===== src/tree_ensemble_inference_macros.svh =====
// Assertion helpers, expect clk and rst_n in the enclosing scope.
`ifndef TREE_ENSEMBLE_INFERENCE_MACROS_SVH
`define TREE_ENSEMBLE_INFERENCE_MACROS_SVH

`ifndef SYNTHESIS
`define TEI_ASSERT_IMP(lbl, a, b) \
  lbl: assert property (@(posedge clk) disable iff (!rst_n) (a) |-> (b)) \
    else $error("tei assertion failed");
`define TEI_ASSERT_NXT(lbl, a, b) \
  lbl: assert property (@(posedge clk) disable iff (!rst_n) (a) |=> (b)) \
    else $error("tei assertion failed");
`else
`define TEI_ASSERT_IMP(lbl, a, b)
`define TEI_ASSERT_NXT(lbl, a, b)
`endif

`endif


===== src/tei_pkg.sv =====
package tei_pkg;

  localparam logic [1:0] OP_WR_NODE = 2'd0;
  localparam logic [1:0] OP_WR_HDR  = 2'd1;
  localparam logic [1:0] OP_WR_FEAT = 2'd2;
  localparam logic [1:0] OP_RUN     = 2'd3;

  localparam logic [1:0] REG_NUM_TREES    = 2'd0;
  localparam logic [1:0] REG_NUM_CLASSES  = 2'd1;
  localparam logic [1:0] REG_NUM_FEATURES = 2'd2;

  localparam logic KIND_HIT   = 1'b0;
  localparam logic KIND_TOTAL = 1'b1;

  localparam logic signed [47:0] TOTAL_MAX = 48'sh7FFF_FFFF_FFFF;
  localparam logic signed [47:0] TOTAL_MIN = 48'sh8000_0000_0000;

  typedef struct packed {
    logic [1:0]         opcode;
    logic [4:0]         tree_index;
    logic [7:0]         node_index;
    logic               is_leaf;
    logic [7:0]         feature_index;
    logic signed [31:0] value;
    logic [7:0]         left_child;
    logic [7:0]         right_child;
    logic [7:0]         leaf_number;
    logic [8:0]         leaf_count;
    logic [2:0]         tree_class;
  } in_item_t;

  typedef struct packed {
    logic               kind;
    logic [4:0]         index;
    logic [12:0]        leaf_position;
    logic signed [47:0] score;
    logic               last;
  } out_item_t;

  // left holds the leaf number for a leaf
  typedef struct packed {
    logic               leaf;
    logic [7:0]         feat;
    logic signed [31:0] value;
    logic [7:0]         left;
    logic [7:0]         right;
  } node_t;

  typedef struct packed {
    logic [8:0] leaf_count;
    logic [2:0] cls;
  } hdr_t;

  typedef struct packed {
    logic wr_node;
    logic wr_hdr;
    logic wr_feat;
    logic run_clr;
    logic tree_inc;
    logic node_rd_root;
    logic node_rd_child;
    logic feat_rd;
    logic hit;
    logic flush;
    logic cls_emit;
  } dp_cmd_t;

  typedef struct packed {
    logic tree_done;
    logic hdr_skip;
    logic node_leaf;
    logic leaf_bad;
    logic node_bad;
    logic child_bad;
    logic pend_valid;
    logic out_free;
    logic cls_done;
  } dp_status_t;

endpackage


===== src/tei_ctrl.sv =====
`include "tree_ensemble_inference_macros.svh"

module tei_ctrl (
  input  logic                clk,
  input  logic                rst_n,
  input  logic                in_valid,
  output logic                in_stall,
  input  logic [1:0]          in_opcode,
  input  tei_pkg::dp_status_t st,
  output tei_pkg::dp_cmd_t    cmd
);
  import tei_pkg::*;

  localparam logic [2:0] S_IDLE  = 3'd0;
  localparam logic [2:0] S_TREE  = 3'd1;
  localparam logic [2:0] S_NODE  = 3'd2;
  localparam logic [2:0] S_FEAT  = 3'd3;
  localparam logic [2:0] S_HIT   = 3'd4;
  localparam logic [2:0] S_FLUSH = 3'd5;
  localparam logic [2:0] S_CLS   = 3'd6;

  logic [2:0] state_r, state_nxt;
  logic       acc;

  assign in_stall = (state_r != S_IDLE);
  assign acc = in_valid && !in_stall;

  always_comb begin
    cmd = '0;
    state_nxt = state_r;
    unique case (state_r)
      S_IDLE: begin
        if (acc) begin
          unique case (in_opcode)
            OP_WR_NODE: cmd.wr_node = 1'b1;
            OP_WR_HDR:  cmd.wr_hdr  = 1'b1;
            OP_WR_FEAT: cmd.wr_feat = 1'b1;
            OP_RUN: begin
              cmd.run_clr = 1'b1;
              state_nxt = S_TREE;
            end
            default: ;
          endcase
        end
      end
      S_TREE: begin
        if (st.tree_done) state_nxt = S_FLUSH;
        else if (st.hdr_skip) cmd.tree_inc = 1'b1;
        else begin
          cmd.node_rd_root = 1'b1;
          state_nxt = S_NODE;
        end
      end
      S_NODE: begin
        if (st.node_leaf) begin
          if (st.leaf_bad) begin
            cmd.tree_inc = 1'b1;
            state_nxt = S_TREE;
          end else state_nxt = S_HIT;
        end else if (st.node_bad) begin
          cmd.tree_inc = 1'b1;
          state_nxt = S_TREE;
        end else begin
          cmd.feat_rd = 1'b1;
          state_nxt = S_FEAT;
        end
      end
      S_FEAT: begin
        if (st.child_bad) begin
          cmd.tree_inc = 1'b1;
          state_nxt = S_TREE;
        end else begin
          cmd.node_rd_child = 1'b1;
          state_nxt = S_NODE;
        end
      end
      S_HIT: begin
        // previous hit goes out only now that it is known not to be last
        if (!st.pend_valid || st.out_free) begin
          cmd.hit = 1'b1;
          state_nxt = S_TREE;
        end
      end
      S_FLUSH: begin
        if (!st.pend_valid) state_nxt = S_CLS;
        else if (st.out_free) begin
          cmd.flush = 1'b1;
          state_nxt = S_CLS;
        end
      end
      S_CLS: begin
        if (st.cls_done) state_nxt = S_IDLE;
        else if (st.out_free) cmd.cls_emit = 1'b1;
      end
      default: state_nxt = S_IDLE;
    endcase
  end

  always_ff @(posedge clk) begin
    if (!rst_n) state_r <= S_IDLE;
    else state_r <= state_nxt;
  end

  `TEI_ASSERT_IMP(a_hit_room, cmd.hit && st.pend_valid, st.out_free)
  `TEI_ASSERT_IMP(a_cls_room, cmd.cls_emit || cmd.flush, st.out_free)
  `TEI_ASSERT_IMP(a_node_after_read, state_r == S_NODE,
                  $past(state_r) == S_TREE || $past(state_r) == S_FEAT)
  `TEI_ASSERT_NXT(a_run_starts, cmd.run_clr, state_r == S_TREE)
endmodule


===== config.mk =====
export PLATFORM = sky130hd
export DESIGN_NAME = tei_ctrl
export DESIGN_NICKNAME = d
export VERILOG_FILES = /design/src/tei_pkg.sv /design/src/tei_ctrl.sv
export VERILOG_INCLUDE_DIRS = /design/src /design/src/src
export SDC_FILE = /design/constraint.sdc
export NUM_CORES = 1
export LEC_CHECK = 0
export ABC_CLOCK_PERIOD_IN_PS = 2700
export BUFFER_PORTS_ARGS = -buffer_cell sky130_fd_sc_hd__clkbuf_2
export CAP_MARGIN = 10
export CORE_AREA = 2 2 39 41
export CTS_CLUSTER_SIZE = 20
export DETAILED_ROUTE_END_ITERATION = 8
export DIE_AREA = 0 0 41 43
export GPL_TIMING_DRIVEN = 0
export PLACE_DENSITY = 0.66
export SKIP_CTS_REPAIR_TIMING = 1
export SLEW_MARGIN = 20
export SYNTH_ARGS = -nofsm -noshare
export SYNTH_HDL_FRONTEND = slang
export SYNTH_SLANG_ARGS = --single-unit

===== constraint.sdc =====
create_clock -name clk -period 2.7 [get_ports clk]
set_input_delay 0.27 -clock clk [delete_from_list [all_inputs] [get_ports clk]]
set_output_delay 0.27 -clock clk [all_outputs]
set_load 0.05 [all_outputs]

==> metrics.txt <==
status complete, no violations; Critical Path RT 2.43 ns; unrepaired setup endpoints after global routing no; most common cell after layout, fill and taps aside clkbuf_2; Synth warnings 0; Worst Hold Path Cells 3; register area share after synthesis 15.43%; DR vias 483; Clock power frac between 20% and 30%; first-pass iteration count of the detailed router 4; Via density 4.735; Fin. Hold Viols 0; nature of the critical path endpoint output pin; synth-to-layout area growth 44.05%; die width 41 µm; Max Clock Freq 0.5455 GHz; Seq pwr share 17.7%; clk slew on worst S/H paths 0.04 ns; P per Cell Area 671.3 nW/µm²; Area after DPL 534.3 µm²; # DRC 0; # diodes 0; die height around 43 µm; CTS Sinks 3; Power Internal 0.1794 mW; reg2reg setup slack 1.51 ns; setup TNS 0 ns; Placeable Area 1384 µm²; critical path class reg -> out; # H-tree levels 1; Critical Path Start Type register; die area 1763 µm²; fillers approximately 150; Pleak ~0.26 nW; Initial Util 28.12%; Fin Clk Skew between 0.0008 and 0.0009 ns; Global Route Usage Sum about an eighth; Final min period 1.833 ns; first-pass GRT wire length approximately 1500 µm; initial drt markers 10; crit path max fanout 10; initial antenna violation count 0; Comb pwr share just over 60%; row count 14; Rel. slew slack 81.20%; placed cell count slightly below 100; HP Start rst_n; Avg Synthesized Cell Area between 6 and 7 µm²; Yosys reg bits 3; top flop regs state_r: 3 flops; ANT nets after route 0; Port Buffer Count 25; final setup vio count 0; final instance area 560.5 µm²; Max Slew Vio Count 0; Worst-Margin Slew 0.2816 ns; commonest cells after routing, fill and taps aside 25 x clkbuf_2, 8 x nor2_1, 5 x nand2_1, 5 x a21oi_1, 5 x inv_1; maximum VDD drop 0.2446 mV; total routed wirelength around 980 µm; RR Endpoint state_r[1]$_SDFFE_PN0P_; CTS Buf Count 3; max FFs per register 3; cell area after synthesis 389.1 µm²; Placer Congestion 0.7843; CTS tree built; largest net degree at the start of global routing 11; syn_nets 71; Sw Share 52.33%; worst min path class in -> reg; Worst Reg-to-Reg Cells 4; Critical Path AT roughly 1.6 ns; Post-Syn Instances 57; Top reg by flops state_r; Synth cell types 26; Psw 0.1969 mW; Tcrit/Tclk final about two thirds; Hold Slack around 0.32 ns; Clock Path Buffers 2; Final #Nets 101; Post-DP HPWL 803.7 µm; # IOs 26; DR WL/cell 9.598 µm; vias in the first global route 414; root buffer cell clkbuf_4; Hold EP state_r[1]$_SDFFE_PN0P_; share of layout cells above drive strength 1 39.53%; gr ovfl total 0; Final Non-Filler Cells ~100; Clock Latency Late Sink 0.23 ns; Max-Cap Viols 0; worst r2r src state_r[0]$_SDFFE_PN0P_
[cells by family after synthesis]
family                 count (synthesis)  synth area share, %
AOI/OAI and AO/OA                     12                22.19
buffers and inverters                  7                9.002
DFF                                    3                15.43
muxes                                  1                2.572
and+or+nand+nor                       34                50.81
[power groups by stage]
stage	Sequential (mW)	Combinational (mW)	Clock, mW
floorplan	0.0625	0.185	0
global placement	0.0678	0.233	0
detailed placement	0.0674	0.234	0
CTS	0.0668	0.235	0.0787
global route	0.0682	0.256	0.0827
finish	0.0666	0.233	0.0762
[stage by stage]
| step | total power [mW] | utilization (%) | setup WS (ns) |
|---|---|---|---|
| final | 0.3763 | 40.51 | 0.8669 |
| after global routing | 0.4068 | 40.51 | 0.6733 |
| after CTS | 0.3801 | 40.51 | 0.8303 |
| after detailed placement | 0.3014 | 38.61 | 1.076 |
| after global placement | 0.3011 | 38.61 | 1.105 |
| after floorplan | 0.2471 | - | 0.3465 |
[Yosys cell counts]
library cell,instances,share of area (%)
nor2_1,8,7.7
a21oi_1,5,6.4
inv_1,5,4.8
nand2_1,5,4.8
nand2b_1,4,6.4
dfxtp_1,3,15
nor3b_1,3,5.8
nor4_1,3,4.8
nand3_1,2,2.6
nor2b_1,2,3.2
o21ai_0,2,2.6
a31oi_4,1,5.5
and2_1,1,1.6
and4bb_4,1,4.2
buf_2,1,1.3
buf_6,1,2.9
mux2i_1,1,2.6
nand3_2,1,2.6
nand4_1,1,1.6
nor3_1,1,1.3
nor3_2,1,2.6
o211ai_1,1,1.9
o22ai_1,1,1.6
o31ai_1,1,1.9
o32ai_1,1,2.3
or3_1,1,1.6
[worst max path at each step]
stage / endpoint / startpoint / slack, ns
finish: cmd[8] / state_r[0]$_SDFFE_PN0P_ / 0.87
CTS: cmd[8] / state_r[0]$_SDFFE_PN0P_ / 0.83
global placement: cmd[9] / state_r[0]$_SDFFE_PN0P_ / 1.10
floorplan: cmd[3] / state_r[2]$_SDFFE_PN0P_ / 0.35
detailed placement: cmd[8] / state_r[0]$_SDFFE_PN0P_ / 1.08
global route: cmd[8] / state_r[0]$_SDFFE_PN0P_ / 0.67
[routing by layer]
layer | GRT usage (%) | part of all wire, % | up-vias
li1 | - | - | 261
met1 | 15.34 | 43 | 211
met2 | 19.69 | 52 | 11
met3 | 0 | 4.9 | 0
met4 | 6.000 | 0 | 0
met5 | 0 | 0 | -
[cell type report]
| type | instances | area, µm² | share of cell area, % |
|---|---|---|---|
| clock buffer | 4 | 26.28 | 4.687 |
| timing repair buffer | 25 | 125.1 | 22.32 |
| buffer | 2 | 16.27 | 2.902 |
| multi-input combinational | 47 | 294.0 | 52.46 |
| sequential | 3 | 60.06 | 10.71 |
| inverter | 5 | 18.77 | 3.348 |
| tap | 16 | 20.02 | 3.571 |
[critical path: stages, from the launching register on]
cell,delay (ns)
dfxtp_1,0.34
buf_2,0.20
nor3_2,0.17
nand2_1,0.12
nor3b_1,0.20
clkbuf_2,0.31
Power figures use the tool's default switching activity.
